$ cat config.mk
export PLATFORM = sky130hd
export DESIGN_NAME = lsb_stego_message_extractor
export DESIGN_NICKNAME = d
export VERILOG_FILES = /design/src/hw/rtl/lsbse_pkg.sv /design/src/hw/rtl/lsbse_cell.sv /design/src/hw/rtl/lsbse_ofifo.sv /design/src/hw/rtl/lsb_stego_message_extractor.sv
export VERILOG_INCLUDE_DIRS = /design/src /design/src/hw/rtl
export SDC_FILE = /design/constraint.sdc
export NUM_CORES = 1
export LEC_CHECK = 0
export BUFFER_PORTS_ARGS = -buffer_cell sky130_fd_sc_hd__buf_2
export CAP_MARGIN = 25
export CORE_AREA = 4 4 184 186
export DETAILED_ROUTE_END_ITERATION = 12
export DIE_AREA = 0 0 188 190
export PLACE_DENSITY = 0.7
export SLEW_MARGIN = 0
export SYNTH_ARGS = -nofsm -noshare
export SYNTH_HDL_FRONTEND = slang
export SYNTH_SLANG_ARGS = --single-unit
$ cat constraint.sdc
create_clock -name clk -period 9.51 [get_ports clk]
set_input_delay 1.902 -clock clk [delete_from_list [all_inputs] [get_ports clk]]
set_output_delay 1.902 -clock clk [all_outputs]
set_load 0.05 [all_outputs]
$ cat src/hw/rtl/lsb_stego_message_extractor_defines.svh
// Assertion macros shared by the lsb stego extractor RTL.
// Expects a clock named clk and a synchronous active-high reset named rst in scope.
`ifndef LSB_STEGO_MESSAGE_EXTRACTOR_DEFINES_SVH
`define LSB_STEGO_MESSAGE_EXTRACTOR_DEFINES_SVH

// Same-cycle implication, checked outside reset.
`define LSBSE_ASSERT_SAME(lbl, ante, cons, msg) \
  lbl: assert property (@(posedge clk) disable iff (rst) (ante) |-> (cons)) \
    else $error(msg);

// Next-cycle implication, checked outside reset.
`define LSBSE_ASSERT_NEXT(lbl, ante, cons, msg) \
  lbl: assert property (@(posedge clk) disable iff (rst) (ante) |=> (cons)) \
    else $error(msg);

`endif

$ cat src/hw/rtl/lsbse_pkg.sv
// Shared types and constants for the lsb stego message extractor.
// No dependencies; imported by every module of the block.
`timescale 1ns / 1ps

package lsbse_pkg;

  localparam int BYTE_W  = 8;
  localparam int COUNT_W = 24;
  localparam int HLEN_W  = 4;
  localparam int HDR_W   = 64;
  localparam int WIN_MAX = 8;   // bytes the recent window can hold
  localparam int CFG_A_W = 2;

  localparam logic [BYTE_W-1:0]  TERMINATOR_BYTE = 8'hAA;
  localparam logic [COUNT_W-1:0] MAX_BYTES_RESET = 24'd65536;

  typedef enum logic [2:0] {
    EV_PAYLOAD       = 3'd0,
    EV_HEADER        = 3'd1,
    EV_TERMINATOR    = 3'd2,
    EV_OVERFLOW      = 3'd3,
    EV_END_NO_HEADER = 3'd4,
    EV_END_UNTERM    = 3'd5
  } event_t;

  typedef enum logic [CFG_A_W-1:0] {
    REG_HEADER_BYTES = 2'd0,
    REG_HDR_LEN      = 2'd1,
    REG_MAX_BYTES    = 2'd2
  } cfg_reg_t;

  // Control broadcast to every window cell.
  typedef struct packed {
    logic clr;    // drop held byte (start of image)
    logic shift;  // take neighbor's byte
  } cell_ctl_t;

  typedef struct packed {
    logic [BYTE_W-1:0] data;
    event_t            ev;
  } result_t;

endpackage

$ cat src/hw/rtl/lsbse_cell.sv
// One byte cell of the recent-byte window, with its header byte compare.
// Depends on lsbse_pkg.
`timescale 1ns / 1ps

module lsbse_cell
  import lsbse_pkg::*;
(
  input  logic              clk,
  input  logic              rst,
  input  cell_ctl_t         ctl,
  input  logic [BYTE_W-1:0] prev_byte,  // from newer neighbor
  input  logic [BYTE_W-1:0] want,       // header byte expected here
  output logic [BYTE_W-1:0] cur_byte,   // to older neighbor
  output logic              eq
);

  logic [BYTE_W-1:0] held;
  logic [BYTE_W-1:0] held_next;

  assign cur_byte  = ctl.clr ? '0 : held;
  assign held_next = ctl.shift ? prev_byte : cur_byte;
  // compare against the window as it stands after a shift
  assign eq        = (prev_byte == want);

  always_ff @(posedge clk) begin
    if (rst) begin
      held <= '0;
    end else begin
      held <= held_next;
    end
  end

endmodule

$ cat src/hw/rtl/lsbse_ofifo.sv
// Small result queue: up to two pushes and one pop per cycle.
// Depends on lsbse_pkg and the assertion macro header.
`timescale 1ns / 1ps
`include "lsb_stego_message_extractor_defines.svh"

module lsbse_ofifo
  import lsbse_pkg::*;
#(
  parameter int DEPTH = 4  // power of two, at least 2
) (
  input  logic       clk,
  input  logic       rst,
  input  logic [1:0] push_cnt,
  input  result_t    push_a,    // older of the two
  input  result_t    push_b,
  output logic       space2,
  output logic       out_valid,
  input  logic       out_ready,
  output result_t    out_word
);

  localparam int AW = $clog2(DEPTH);

  result_t       mem [DEPTH];
  logic [AW-1:0] wptr;
  logic [AW-1:0] rptr;
  logic [AW:0]   count;
  logic          pop;

  assign pop       = out_valid && out_ready;
  assign out_valid = (count != '0);
  assign out_word  = mem[rptr];
  assign space2    = (count <= (AW+1)'(DEPTH - 2));

  always_ff @(posedge clk) begin
    if (push_cnt != 2'd0) begin
      mem[wptr] <= push_a;
    end
    if (push_cnt == 2'd2) begin
      mem[wptr + AW'(1)] <= push_b;
    end
  end

  always_ff @(posedge clk) begin
    if (rst) begin
      wptr  <= '0;
      rptr  <= '0;
      count <= '0;
    end else begin
      wptr  <= wptr + AW'(push_cnt);
      rptr  <= rptr + AW'(pop);
      count <= count + (AW+1)'(push_cnt) - (AW+1)'(pop);
    end
  end

  `LSBSE_ASSERT_SAME(a_count_bound, 1'b1, count <= (AW+1)'(DEPTH), "queue count past depth")
  `LSBSE_ASSERT_SAME(a_push_room, push_cnt != 2'd0, space2, "push without room for two")
  `LSBSE_ASSERT_SAME(a_push_legal, 1'b1, push_cnt != 2'd3, "more than two pushes")

endmodule

$ cat src/hw/rtl/lsb_stego_message_extractor.sv
// Top level of the lsb stego message extractor: bit gatherer, header window
// built from lsbse_cell, message control and the lsbse_ofifo result queue.
// Depends on lsbse_pkg, lsbse_cell, lsbse_ofifo and the assertion macro header.
//
//  channel   dir  handshake          contents
//  s_*       in   s_tvalid/s_tready  pixel word: sample, first (tuser), last (tlast)
//  m_*       out  m_tvalid/m_tready  result word: data byte, event code (tuser)
//  cfg_*     in   cfg_we only        register write: index, 64-bit data
//
// One pixel word is taken per cycle while s_tready is high; its results are queued in the same cycle.
// A word makes at most two results; the queue (4 deep) takes a word only while
// room for two is left, so s_tready drops while three or more results wait.
// Results leave the queue oldest first, one per cycle while m_tready is high.
// Reset (rst, synchronous) clears extraction state, the queue and the registers
// to header length 0, header 0, capacity 65536.
`timescale 1ns / 1ps
`include "lsb_stego_message_extractor_defines.svh"

module lsb_stego_message_extractor
  import lsbse_pkg::*;
#(
  parameter int HEADER_MAX_BYTES = 8  // 1..16; window holds at most 8 bytes
) (
  input  logic                clk,
  input  logic                rst,
  // pixel stream
  input  logic                s_tvalid,
  output logic                s_tready,
  input  logic [7:0]          s_tdata,   // [7:0] pixel_sample
  input  logic                s_tuser,   // [0] first_of_image
  input  logic                s_tlast,   // last_of_image
  // result stream
  output logic                m_tvalid,
  input  logic                m_tready,
  output logic [7:0]          m_tdata,   // [7:0] data_byte
  output logic [2:0]          m_tuser,   // [2:0] event_res
  // configuration
  input  logic                cfg_we,
  input  logic [CFG_A_W-1:0]  cfg_addr,
  input  logic [HDR_W-1:0]    cfg_wdata
);

  // cells actually used: the window never matches more than 8 bytes
  localparam int NCELLS = (HEADER_MAX_BYTES < WIN_MAX) ? HEADER_MAX_BYTES : WIN_MAX;

  // configuration registers
  logic [HDR_W-1:0]   header_bytes;
  logic [HLEN_W-1:0]  hdr_len;
  logic [COUNT_W-1:0] max_bytes;

  // extraction state
  logic [BYTE_W-1:0]  bit_shift;
  logic [2:0]         bit_count;
  logic [COUNT_W-1:0] byte_count;
  logic               header_seen;
  logic               finished;

  logic [BYTE_W-1:0]  bit_shift_next;
  logic [2:0]         bit_count_next;
  logic [COUNT_W-1:0] byte_count_next;
  logic               header_seen_next;
  logic               finished_next;

  logic               acc;
  logic [HLEN_W-1:0]  len_eff;
  logic [COUNT_W-1:0] limit;
  logic [BYTE_W-1:0]  bsh_new;
  logic               match;
  cell_ctl_t          cell_ctl;
  logic               shift_win;

  logic               r0_v;
  logic               r1_v;
  result_t            r0;
  result_t            r1;
  logic [1:0]         push_cnt;
  result_t            push_a;
  logic               space2;
  result_t            q_out;

  assign acc = s_tvalid && s_tready;
  assign s_tready = space2;

  // lengths above the window size act as the window size
  assign len_eff = (hdr_len > HLEN_W'(NCELLS)) ? HLEN_W'(NCELLS) : hdr_len;
  assign limit   = max_bytes - COUNT_W'(1);   // capacity 0 wraps to all ones

  // partial byte with this word's bit; a first-of-image word starts from zero
  assign bsh_new = {(s_tuser ? {(BYTE_W-1){1'b0}} : bit_shift[BYTE_W-2:0]), s_tdata[0]};

  // ---------------------------------------------------------------------------
  // Configuration writes
  always_ff @(posedge clk) begin
    if (rst) begin
      header_bytes <= '0;
      hdr_len      <= '0;
      max_bytes    <= MAX_BYTES_RESET;
    end else if (cfg_we) begin
      unique case (cfg_addr)
        REG_HEADER_BYTES: header_bytes <= cfg_wdata;
        REG_HDR_LEN:      hdr_len      <= cfg_wdata[HLEN_W-1:0];
        REG_MAX_BYTES:    max_bytes    <= cfg_wdata[COUNT_W-1:0];
        default: ;
      endcase
    end
  end

  // ---------------------------------------------------------------------------
  // Header window: a row of byte cells, newest byte in cell 0. Cell k holds the
  // byte k places back and checks it against header byte len-1-k.
  logic [BYTE_W-1:0] cell_byte [NCELLS];
  logic [NCELLS-1:0] hit;

  assign cell_ctl.clr   = acc && s_tuser;
  assign cell_ctl.shift = acc && shift_win;

  for (genvar k = 0; k < NCELLS; k++) begin : g_win
    logic [2:0]        hidx;
    logic [BYTE_W-1:0] want;
    logic [BYTE_W-1:0] prev;
    logic              eq;

    assign hidx = 3'(len_eff - HLEN_W'(k) - HLEN_W'(1));
    assign want = header_bytes[{hidx, 3'b000} +: BYTE_W];
    if (k == 0) begin : g_head
      assign prev = bsh_new;
    end else begin : g_body
      assign prev = cell_byte[k-1];
    end

    lsbse_cell u_cell (
      .clk       (clk),
      .rst       (rst),
      .ctl       (cell_ctl),
      .prev_byte (prev),
      .want      (want),
      .cur_byte  (cell_byte[k]),
      .eq        (eq)
    );

    // cells past the header length don't take part
    assign hit[k] = (HLEN_W'(k) >= len_eff) || eq;
  end

  assign match = &hit;

  // ---------------------------------------------------------------------------
  // Message control. A first-of-image word sees cleared state.
  always_comb begin
    logic               fin_c;
    logic               hs_c;
    logic [COUNT_W-1:0] bc_c;
    logic [BYTE_W-1:0]  bsh_c;
    logic [2:0]         bcnt_c;
    logic [2:0]         bcnt_new;
    logic [COUNT_W-1:0] bc_inc;
    logic               active;

    fin_c  = s_tuser ? 1'b0 : finished;
    hs_c   = s_tuser ? 1'b0 : header_seen;
    bc_c   = s_tuser ? '0 : byte_count;
    bsh_c  = s_tuser ? '0 : bit_shift;
    bcnt_c = s_tuser ? '0 : bit_count;
    active = !fin_c;

    bcnt_new = bcnt_c + 3'd1;
    bc_inc   = bc_c + COUNT_W'(1);

    bit_shift_next   = bsh_c;
    bit_count_next   = bcnt_c;
    byte_count_next  = bc_c;
    header_seen_next = hs_c;
    finished_next    = fin_c;
    shift_win        = 1'b0;
    r0_v             = 1'b0;
    r0               = '{data: '0, ev: EV_PAYLOAD};
    r1_v             = 1'b0;
    r1               = '{data: '0, ev: EV_END_UNTERM};

    if (active) begin
      bit_shift_next = bsh_new;
      bit_count_next = bcnt_new;
      if (bcnt_new == 3'd0) begin
        bit_shift_next = '0;
        if (hs_c && bsh_new == TERMINATOR_BYTE) begin
          r0_v          = 1'b1;
          r0.ev         = EV_TERMINATOR;
          finished_next = 1'b1;
        end else if (bc_c < limit) begin
          byte_count_next = bc_inc;
          if (hs_c || len_eff == '0) begin
            r0_v    = 1'b1;
            r0.data = bsh_new;
            r0.ev   = EV_PAYLOAD;
          end else begin
            shift_win = 1'b1;
            if (bc_inc >= COUNT_W'(len_eff) && match) begin
              header_seen_next = 1'b1;
              byte_count_next  = '0;
              r0_v             = 1'b1;
              r0.ev            = EV_HEADER;
            end
          end
        end else begin
          r0_v          = 1'b1;
          r0.ev         = EV_OVERFLOW;
          finished_next = 1'b1;
        end
      end

      // end-of-image report follows this word's byte result, if any
      if (s_tlast && !finished_next) begin
        r1_v          = 1'b1;
        r1.ev         = (len_eff != '0 && !header_seen_next) ? EV_END_NO_HEADER
                                                             : EV_END_UNTERM;
        finished_next = 1'b1;
      end
    end
  end

  always_ff @(posedge clk) begin
    if (rst) begin
      bit_shift   <= '0;
      bit_count   <= '0;
      byte_count  <= '0;
      header_seen <= 1'b0;
      finished    <= 1'b0;
    end else if (acc) begin
      bit_shift   <= bit_shift_next;
      bit_count   <= bit_count_next;
      byte_count  <= byte_count_next;
      header_seen <= header_seen_next;
      finished    <= finished_next;
    end
  end

  // ---------------------------------------------------------------------------
  // Result queue; results of one word go in oldest first.
  assign push_cnt = acc ? (2'(r0_v) + 2'(r1_v)) : 2'd0;
  assign push_a   = r0_v ? r0 : r1;

  lsbse_ofifo #(
    .DEPTH (4)
  ) u_ofifo (
    .clk       (clk),
    .rst       (rst),
    .push_cnt  (push_cnt),
    .push_a    (push_a),
    .push_b    (r1),
    .space2    (space2),
    .out_valid (m_tvalid),
    .out_ready (m_tready),
    .out_word  (q_out)
  );

  assign m_tdata = q_out.data;
  assign m_tuser = q_out.ev;

  `LSBSE_ASSERT_NEXT(a_end_sets_finished, acc && r0_v && (r0.ev == EV_TERMINATOR || r0.ev == EV_OVERFLOW), finished, "message end did not stop extraction")
  `LSBSE_ASSERT_SAME(a_header_restarts_count, $rose(header_seen), byte_count == '0, "header found without count restart")
  `LSBSE_ASSERT_NEXT(a_first_clears_bits, acc && s_tuser, bit_count == 3'd1 && !header_seen, "first pixel did not clear state")

endmodule

# == Word level (Yosys, flattened, before mapping) ==
# Memory sizes are Yosys's and may differ from the RTL's. A register that Yosys moved wholly into a read port is not among the register bits.
# Index checks and enable logic that the tools add are counted.
# totals
mem_count,1
ramBits,44
wordCells,180
register_bits,191
input_bits,81
# memory_table
name,depth,word_bits,rd,rd_ports_with_merged_regs,wr,line,rtl
u_ofifo.mem,4,11,1,1,2,lsbse_ofifo.sv:24,result_t mem [DEPTH];
# op_classes
add_sub_neg,23
n_eq_ne,13
n_mux,75
n_lt_le_gt_ge,12
n_reduce_logical,30
shifts,8
# ops
op,n
$shiftx A64 B7 Y8,8
$mux W24,7
$mux W8,17
$eq A8 B8 Y1,8
$mux W1,37
$mux W11,3
$mux W7,4
$add A24 B1 Y24 const B,1
$ge A24 B4 Y1,1
$lt A24 B24 Y1,1
$sub A24 B1 Y24 const B,1
$sub A3 B1 Y3 const B,8
$ge A3 B4 Y1 const A,4
$sub A3 B3 Y3 const B,4
$logic_or A1 B1 Y1,9
$eq A8 B8 Y1 const B,1
$ge A1 B4 Y1 const A,2
$ge A2 B4 Y1 const A,2
$logic_and A1 B1 Y1,8
$mux W2,4
$reduce_and A2 Y1,4
$reduce_and A8 Y1,1
$mux W3,2
$sub A3 B2 Y3 const B,2
other kinds (20),22

# == Longest topological paths before layout ==
# Gate-level depths: netlist (run 1).
# logic_depth
depth_word,21
depth_mapped,26
mapped_depth_nobuf,25

# == Cells and area by module ==
# A second synthesis (run 1) with hierarchy kept.
# hier_totals
cells_unflattened,1746
area_unflattened_um2,15672.5
# by_module_without_submodules
mod,seq_area_each_um2,cells_each,area_per_inst_um2,instances
lsb_stego_message_extractor,2562.5,1234,9447.8,1
lsbse_cell,160.2,45,437.9,8
lsbse_ofifo,1461.4,152,2721.4,1

# == Worst setup path after synthesis (run 1) ==
# OpenSTA, ideal clock, no wires.
# synth_timing
kind,in2reg
start,in s_tuser
end,mem u_ofifo.mem[0][2] (netlist name)
t_arrival_ns,7.562
slack_ns,1.814
cell_stages,24
setup_time_ns,0.134
path_cell_list,clkbuf_1 clkbuf_1 clkbuf_1 clkbuf_1 buf_1 clkbuf_1 nor2b_1 ha_1 xnor2_1 ha_1 a21oi_1 a21boi_0 or4_1 a2111oi_0 nand4_1 o2111ai_1 nor4_4 o211a_2 ha_1 o21ai_1 nor3_1 a31oi_1 inv_1 a2bb2oi_1
# synth_lines
item,line,rtl
start: declaration,lsb_stego_message_extractor.sv:30,"input logic s_tuser,"
end: declaration,lsbse_ofifo.sv:24,

==> impl_metrics.json, run 1 <==
{
  "nNetsFinal": 2072,
  "ant_nets": 0,
  "dp_hpwl_mm": 36.1,
  "report.final.slew_viol_count": 0,
  "max_cap_viol_count": 0,
  "p_leak_uw": 0.00625,
  "grtUsageTotal_pct": 26.6,
  "min_period_over_period_pct": 79.7,
  "syn_inst": 1947,
  "seq_area_frac_synth_pct": 29.9,
  "total_power_uw": 2760,
  "drive_gt1_share_pct": 12.4,
  "synth.top_cell.area_share_pct": 29.1,
  "critPathLaunchType": "flop",
  "io_buffer_count": 86,
  "syn_area_per_cell_sq_um": 8.16,
  "num-fill-cells": 2998,
  "drc": 0,
  "cts_buffer_depth": 3,
  "period_minus_slack_ns": 7.58,
  "die_w_um": 188,
  "setup_viol": 0,
  "htreeDepth": 1,
  "crit_type": "reg -> reg",
  "die_y_um": 190,
  "ys_types": 89,
  "grt_start_max_net_pins": 94,
  "post_cts_buffers": 0,
  "multi_input_area_sq_um": 10400,
  "cts_root_buf": "clkbuf_16",
  "critPathMaxFanout": 54,
  "io_pins": 94,
  "clk_pin_slew_ns": 0.06,
  "fin_skew_ns": 0.0214,
  "synth_top_cell_by_area": "dfxtp_1",
  "vias_per_cell": 6.25,
  "cts_tree": "built",
  "worst_ep_arrival_time_ns": 7.99,
  "slew_headroom_pct": 25.0,
  "drt_iter0_drc": 1414,
  "start_util_pct": 49.2,
  "post-route-util_pct": 53.9,
  "cts_made_buffers": 27,
  "dieArea_sq_um": 35700,
  "hold_buffers": 0,
  "core-area_sq_um": 32300,
  "synthTopCellsByArea": "dfxtp_1 29%, mux2i_1 9.5%, nand2_1 7.2%, a21oi_1 4.8%, mux4_2 4.7%",
  "ff_latch_area_sq_um": 4750,
  "tightest_slew_ns": 1.11,
  "synth_edf_count": 4,
  "vias": 15080,
  "yosys_warnings": 0,
  "clkLatencyLatePin_ns": 0.55,
  "grt_overflow_total": 0,
  "synth_nets": 2069,
  "std_cell_rows": 66,
  "drt_wl_total_mm": 49.6,
  "grt_pass1_wl_mm": 78.2,
  "wl_per_cell_um": 20.6,
  "hold_path_class": "reg -> reg",
  "post_cts_resized": 0,
  "async_reset_ff_share_pct": 0,
  "areaGrowthSynthToFinish_pct": 9.61,
  "n_antenna_cell": 0,
  "run_status": "finished, final reports clean",
  "firstDrtPassIters": 6,
  "max_freq_mhz": 132,
  "netlist_area_sq_um": 15900,
  "power_density_nw_per_um2": 159,
  "final.setup.tns_ns": 0,
  "cts.sinks": 235,
  "grt_pass1_vias": 14075,
  "gp_congestion": 1.01,
  "ys.flop_type": "dfxtp_1",
  "worstPathRequired_ns": 9.93,
  "rsz0062_at_grt": "no",
  "ir_drop_mv": 0.144,
  "cp-end-kind": "flop",
  "hold_viol": 0,
  "antenna_found_initial": 0,
  "ys_ff_latch": 235
}
==> layout by cell type (no fill, tap or decap), drive strengths merged, types with 14 or more instances in the layout <==
cell,Yosys,final
xor2,18,18
nand4,22,22
mux2,24,24
nor2,147,147
a21o,17,17
nor2b,30,30
nor3,37,37
nor3b,14,14
a2bb2oi,17,17
o22ai,19,19
xnor2,49,49
mux2i,150,150
a22oi,30,30
a221oi,15,15
mux4,33,33
clkbuf,91,38
and3,15,15
buf,46,111
nor4,14,14
nand3,35,35
ha,40,40
dfxtp,231,231
a21oi,152,152
o21ai,75,75
nand2,305,305
a211oi,24,24
inv,50,52
==> metal layers <==
| metal | part of all wire (%) | GRT usage (%) | vias up | wire length [um] |
|---|---|---|---|---|
| li1 | - | - | 7132 | - |
| met1 | 43 | 36.8 | 7157 | 21500 |
| met2 | 45 | 42.1 | 684 | 22100 |
| met3 | 7.8 | 3.78 | 107 | 3880 |
| met4 | 4.3 | 10.6 | 0 | 2140 |
| met5 | 0 | 0 | - | 0 |
==> cell usage after synthesis (11+ instances only) <==
cell,number
o22a_1,13
dfxtp_1,231
xnor2_1,48
mux4_2,33
mux2_2,24
nand4_1,22
a221oi_1,15
nand2_1,305
clkbuf_1,91
o21ai_0,71
a211oi_1,24
ha_1,40
buf_1,18
a22o_1,13
nand3b_1,13
o211ai_1,13
nand3_1,35
o22ai_1,19
and2_1,13
a22oi_1,30
nor3b_1,14
nor4_1,13
buf_2,17
inv_1,48
or3_1,11
and3_1,15
a21oi_1,152
nor2_1,146
a21o_1,17
nor2b_1,30
nand2b_1,13
a2bb2oi_1,17
xor2_1,18
nor3_1,37
mux2i_1,150
a31oi_1,12
==> critical path: stages (launching register included) <==
cell and delay, ns:
dfxtp_1 0.81, nor2b_2 0.14, inv_4 0.54, ha_1 0.75, xnor2_2 0.26, buf_4 0.39, mux2_2 0.39, a211oi_1 0.58
xnor2_1 0.19, a21boi_0 0.10, nor4_1 0.65, o311ai_1 0.23, nor4_4 0.49, o211a_2 0.36, ha_1 0.30, o21ai_1 0.39
or2_2 0.20, and2_1 0.37, inv_1 0.12, a2bb2oi_1 0.15
==> final timing paths <==
| kind | startpoint | end | slack, ns | cells after the start |
|---|---|---|---|---|
| max | hdr_len[3] | u_ofifo.mem[3][2] | 1.93 | 19 |
| min | u_ofifo.mem[1][10] | u_ofifo.mem[1][10] | 0.45 | 2 |
| max reg2reg | hdr_len[3] | u_ofifo.mem[3][2] | 1.93 | 19 |
| min reg2reg | u_ofifo.mem[1][10] | u_ofifo.mem[1][10] | 0.45 | 2 |
==> state kept, by name, indices dropped and copies added, names as in the netlist, 2 cells and up <==
register and cells:
bit_shift 7, g_win.u_cell.held 56, hdr_len 4, u_ofifo.count 3, u_ofifo.mem 44, bit_count 3
header_bytes 64, byte_count 24, max_bytes 24, u_ofifo.wptr 2, u_ofifo.rptr 2
==> final cells by class <==
| type | instances | area share [%] |
|---|---|---|
| multi-input cells | 1524 | 59.6 |
| flip-flops and latches | 235 | 27.3 |
| clock buffers | 38 | 4.46 |
| repair buffers | 111 | 3.57 |
| well taps | 442 | 3.18 |
| inverters | 51 | 1.11 |
| clock inverters | 11 | 0.827 |
==> cells by family after synthesis <==
family	synth area share, %
simple gates	21.1
compound gates	21.3
flops	29.9
mux	15.8
buf+inv	4.88
xor+xnor	3.74
fa+ha+maj	3.28
==> where the power goes <==
| group | internal (uW) | switching [uW] | total [uW] | leakage (uW) |
|---|---|---|---|---|
| clock | 651 | 426 | 1080 | 0.000453 |
| sequential | 1030 | 64.7 | 1090 | 0.00191 |
| combinational | 230 | 365 | 595 | 0.00389 |
==> per-stage QoR <==
stage | instance area [sq um] | setup slack, ns | cells | hold slack, ns
global route | 17400 | 1.53 | 2412 | 0.480
global placement | 16500 | 1.99 | 2363 | 0.429
CTS | 17400 | 2.02 | 2412 | 0.456
finish | 17400 | 1.93 | 2412 | 0.453
detailed placement | 16500 | 1.89 | 2363 | 0.442
floorplan | 15900 | 1.81 | 1947 | 0.420
Note: power is estimated with default switching activity, not from simulation.
==> run 2: changes to the inputs <==
clock period = 7.2 ns   (was 9.51 ns; I/O delays follow)
==> run 2 against run 1 <==
Power rose by 30%. Critical path depth is 1 lower. Die area did not move. Routed wire length is 1.0% higher. Core utilization increased by 0.21 points. Critical path type unchanged. Critical endpoint is now u_ofifo.mem[1][2]. Largest power group unchanged. Highest routed layer unchanged.
==> impl_metrics.json, run 2 (synthesis results as in run 1) <==
{
  "run_status": "finished, final reports clean",
  "worstPathRequired_ns": 7.60,
  "rsz0062_at_grt": "no",
  "layout_commonest_cell": "nand2_1",
  "io_buffer_count": 86,
  "vias_per_cell": 6.31,
  "htreeDepth": 1,
  "vias": 15324,
  "cts_buffer_depth": 3,
  "worst_ep_arrival_time_ns": 7.21,
  "regMostFlops": "header_bytes",
  "crit_top_cell": "inv_1",
  "ant_nets": 0,
  "ff_latch_area_sq_um": 4750,
  "reg.largest.list": "header_bytes x64, g_win.u_cell.held x56, u_ofifo.mem x44",
  "largest_reg_flops": 64,
  "drc": 0,
  "max_cap_viol_count": 0,
  "n_antenna_cell": 0,
  "ir_drop_mv": 0.187,
  "cts_root_buf": "clkbuf_16",
  "report.final.slew_viol_count": 0,
  "core-area_sq_um": 32300,
  "hold_buffers": 0,
  "post_cts_buffers": 0,
  "final.setup.tns_ns": 0,
  "clkLatencyLatePin_ns": 0.55,
  "power_density_nw_per_um2": 206,
  "placed_area_sq_um": 16600,
  "dp_hpwl_mm": 36.7,
  "tightest_slew_ns": 1.01,
  "max_freq_mhz": 147,
  "grtUsageTotal_pct": 27.0,
  "num-fill-cells": 3037,
  "critPathLaunchType": "flop",
  "cts.sinks": 235,
  "multi_input_area_sq_um": 10400,
  "antenna_found_initial": 0,
  "cts_made_buffers": 27,
  "instances_no_fill": 2427,
  "setup_viol": 0,
  "critPathMaxFanout": 21,
  "io_pins": 94,
  "dieArea_sq_um": 35700,
  "gp_congestion": 0.967,
  "clk_pin_slew_ns": 0.06,
  "fin_area_sq_um": 17500,
  "min_period_over_period_pct": 94.5,
  "hold_path_class": "reg -> reg",
  "period_minus_slack_ns": 6.81,
  "die_y_um": 190,
  "grt_start_max_net_pins": 98,
  "grt_overflow_total": 0,
  "grt_pass1_vias": 14332,
  "drt_wl_total_mm": 50.1,
  "path_cells": "nand2b_1, inv_1, a221oi_1, a22oi_1, xor2_1, a2111oi_0, o211ai_1, a211oi_1, buf_4, a31oi_1, nor4_4, o211a_2, ha_1, o21ai_1, nor2_1, a21oi_1, inv_1, a2bb2oi_1",
  "slowest_delay_ns": 0.74,
  "cts_tree": "built",
  "grt_pass1_wl_mm": 79.0,
  "firstDrtPassIters": 6,
  "final_cell_mix": "305 x nand2_1, 230 x dfxtp_1, 152 x a21oi_1, 150 x mux2i_1, 146 x nor2_1",
  "drive_gt1_share_pct": 13.1,
  "post_cts_resized": 0,
  "areaGrowthSynthToFinish_pct": 10.0,
  "start_util_pct": 49.2,
  "p_leak_uw": 0.00630,
  "fin_skew_ns": 0.0327,
  "cp_slowest_cell": "a21oi_1",
  "drt_iter0_drc": 1520,
  "crit_type": "reg -> reg",
  "die_w_um": 188,
  "nNetsFinal": 2089,
  "slew_headroom_pct": 32.9,
  "std_cell_rows": 66,
  "holdWs_ns": 0.450,
  "cp-end-kind": "flop",
  "dp.cells": 2380,
  "wl_per_cell_um": 20.6,
  "hold_viol": 0
}
run 2: worst max-delay path, delay by kind of cell (launching register included):
| kind | cells | cell delay, ns |
|---|---|---|
| buffers and inverters | 3 | 0.86 |
| AND/OR/NAND/NOR | 3 | 1.06 |
| flip-flops | 1 | 0.69 |
| adder cells (fa/ha/maj) | 1 | 0.31 |
| AO/OA/AOI/OAI | 10 | 3.51 |
| XOR/XNOR | 1 | 0.22 |
run 2: final cells by class:
type / instances / share of cell area [%]
repair buffers: 128 / 4.28
clock inverters: 13 / 0.766
flip-flops and latches: 235 / 27.2
inverters: 51 / 1.11
clock buffers: 34 / 4.13
well taps: 442 / 3.16
multi-input cells: 1524 / 59.4
run 2: report_power, final:
group | internal, uW | switching (uW) | leakage (uW)
registers | 1360 | 86.3 | 0.00191
logic | 312 | 493 | 0.00397
clock network | 783 | 567 | 0.000420
run 2: metal layers:
metal | wire length, um | GRT usage [%] | vias up
met3 | 4030 | 4.72 | 116
met5 | 0 | 0 | -
met1 | 21800 | 37.1 | 7340
li1 | - | - | 7171
met2 | 22000 | 42.1 | 697
met4 | 2270 | 10.9 | 0
run 2: worst paths after layout:
path                                   start           endpoint  slack (ns)  depth (start not counted)
worst max register to register    hdr_len[3]  u_ofifo.mem[1][2]        0.39                         18
worst min register to register  bit_count[2]       bit_count[2]        0.45                          2
worst min-delay path            bit_count[2]       bit_count[2]        0.45                          2
worst max-delay path              hdr_len[3]  u_ofifo.mem[1][2]        0.39                         18
run 2: stage by stage:
stage               setup WS (ns)  util, %  total power, uW
finish                      0.393     54.1             3600
global route               0.0454     54.1             3740
CTS                         0.517     54.1             3600
detailed placement          0.158     51.5             2260
global placement            0.349     51.5             2240
floorplan                  0.0173        -             2020
==> run 3: changes to the inputs <==
--- a/config.mk
+++ b/config.mk
@@ -10,5 +10,5 @@
 export CAP_MARGIN = 25
-export CORE_AREA = 4 4 184 186
+export CORE_AREA = 4 4 183 185
 export DETAILED_ROUTE_END_ITERATION = 12
-export DIE_AREA = 0 0 188 190
+export DIE_AREA = 0 0 187 189
 export PLACE_DENSITY = 0.7
@@ -17,2 +17,3 @@
 export SYNTH_HDL_FRONTEND = slang
+export SYNTH_HIERARCHICAL = 1
 export SYNTH_SLANG_ARGS = --single-unit
--- a/constraint.sdc
+++ b/constraint.sdc
@@ -3,2 +3,2 @@
 set_output_delay 1.44 -clock clk [all_outputs]
-set_load 0.05 [all_outputs]
+set_load 0.005 [all_outputs]
==> run 3 against run 2 <==
Clock power rose by 4%. Combinational power fell by 21%. Sequential share of layout area up 3.0 points. Global-route usage fell by 5.4 points. Critical path type unchanged. Critical endpoint is now u_ofifo/count[2].
==> impl_metrics.json, run 3 <==
{
  "final.setup.tns_ns": 0,
  "whs_endpoint": "bit_count[1]",
  "std_cell_rows": 66,
  "run_status": "finished, final reports clean",
  "setup_viol": 0,
  "worst_ep_arrival_time_ns": 6.65,
  "syn_inst": 1712,
  "max_freq_mhz": 161,
  "die_w_um": 187,
  "ff2ff_path_depth": 24,
  "core-area_sq_um": 32000,
  "r2r_end": "u_ofifo/count[2]",
  "antenna_found_initial": 0,
  "grt_overflow_total": 0,
  "p_leak_uw": 0.00642,
  "holdPathStages": 2,
  "clkLatencyLatePin_ns": 0.53,
  "regMostFlops": "header_bytes",
  "io_pins": 94,
  "ir_drop_mv": 0.181,
  "drt_wl_total_mm": 39.9,
  "die_y_um": 189,
  "dpl_worst_slack_ns": 0.670,
  "critPathLaunchType": "flop",
  "hold_viol": 0,
  "firstDrtPassIters": 5,
  "nNetsFinal": 1904,
  "syn_area_per_cell_sq_um": 8.95,
  "slew_headroom_pct": 39.0,
  "hold_path_class": "reg -> reg",
  "report.final.slew_viol_count": 0,
  "cp-end-kind": "flop",
  "max_cap_viol_count": 0,
  "grt_start_max_net_pins": 113,
  "netlist_area_sq_um": 15300,
  "hold_buffers": 0,
  "period_minus_slack_ns": 6.20,
  "reg.largest.list": "header_bytes x64, g_win.u_cell/held x56, u_ofifo/mem x44",
  "rrSetupSlack_ns": 1.00,
  "drive_gt1_share_pct": 18.5,
  "cts.sinks": 235,
  "fin_ws_ns": 1.00,
  "grt_pass1_wl_mm": 63.2,
  "post_cts_resized": 0,
  "gp_congestion": 0.935,
  "worstPathRequired_ns": 7.65,
  "hp-start": "bit_count[1]",
  "rsz0062_at_grt": "no",
  "io_buffer_count": 86,
  "post_cts_buffers": 0,
  "yosys_warnings": 6,
  "cts_root_buf": "clkbuf_16",
  "grtUsageTotal_pct": 21.6,
  "areaGrowthSynthToFinish_pct": 11.3,
  "clk_pin_slew_ns": 0.06,
  "cts_tree": "built",
  "largest_reg_flops": 64,
  "drc": 0,
  "total_power_uw": 3480,
  "post-route-util_pct": 53.2,
  "min_period_over_period_pct": 86.1,
  "final_cell_mix": "275 x nand2_1, 191 x mux2i_1, 191 x dfxtp_1, 133 x nor2_1, 133 x a21oi_1",
  "wl_per_cell_um": 18.1,
  "n_antenna_cell": 0,
  "start_util_pct": 47.8,
  "dieArea_sq_um": 35300,
  "tightest_slew_ns": 0.912,
  "power_density_nw_per_um2": 204,
  "cts_buffer_depth": 3,
  "layout_commonest_cell": "nand2_1",
  "vias_per_cell": 5.62,
  "vias": 12431,
  "critPathMaxFanout": 40,
  "drt_iter0_drc": 1064,
  "r2r-start": "hdr_len[3]",
  "crit_type": "reg -> reg",
  "fin_skew_ns": 0.0175,
  "dp_hpwl_mm": 29.0,
  "num-fill-cells": 2982,
  "htreeDepth": 1,
  "ant_nets": 0,
  "grt_pass1_vias": 11818,
  "holdWs_ns": 0.454,
  "cts_made_buffers": 26
}
==> run 3: area by class of cell <==
type	instances	area (sq um)	share of cell area [%]
clock inverters	16	186	1.09
well taps	408	510	2.99
repair buffers	115	679	3.98
multi-input cells	1375	9710	56.9
flip-flops and latches	235	5140	30.2
clock buffers	32	714	4.19
inverters	29	110	0.646
==> run 3: through the flow <==
| stage | cell area, sq um | cells |
|---|---|---|
| floorplan | 15500 | 1750 |
| global placement | 16100 | 2160 |
| detailed placement | 16100 | 2160 |
| CTS | 17000 | 2208 |
| global route | 17100 | 2210 |
| finish | 17100 | 2210 |
==> run 3: worst max path at each step <==
| stage | startpoint | to | slack (ns) | cells past startpoint |
|---|---|---|---|---|
| global route | hdr_len[3] | u_ofifo/count[2] | 0.56 | 24 |
| detailed placement | s_tuser | u_ofifo/mem[1][1] | 0.67 | 15 |
| CTS | hdr_len[3] | u_ofifo/mem[1][2] | 0.96 | 20 |
| global placement | s_tuser | u_ofifo/mem[2][10] | 0.69 | 16 |
| finish | hdr_len[3] | u_ofifo/count[2] | 1.00 | 24 |
| floorplan | s_tuser | u_ofifo/mem[0][0] | 0.37 | 17 |
==> run 3: per-layer routing <==
metal  share of wire (%)  global-route usage (%)  routed length [um]  up-vias
met5                   0                       0                   0        -
met4                 3.4                    6.66                1340        0
met3                 4.7                    2.29                1890       72
met2                  48                    37.3               19100      357
met1                  44                    28.6               17500     5890
li1                    -                       -                   -     6112
==> run 3: worst max-delay path, stage by stage, from the launching register on <==
cell	delay (ns)
dfxtp_1	0.46
clkinv_1	0.24
nand2_1	0.20
clkinv_2	0.52
buf_12	0.43
mux2i_1	0.42
mux2i_1	0.20
mux2_2	0.33
xnor2_1	0.14
nand4_1	0.12
nor2_1	0.16
nor2_1	0.06
nor2_1	0.10
a21oi_1	0.04
o21ai_0	0.19
o2111ai_1	0.26
a31oi_2	0.25
o21ai_1	0.22
nor2_1	0.51
inv_1	0.10
ha_1	0.29
inv_1	0.04
fa_1	0.38
xnor3_1	0.34
nor2_1	0.08
==> run 3: where the power goes <==
part | switching (uW) | internal, uW
combinational | 352 | 281
clock | 550 | 846
sequential | 65.5 | 1390
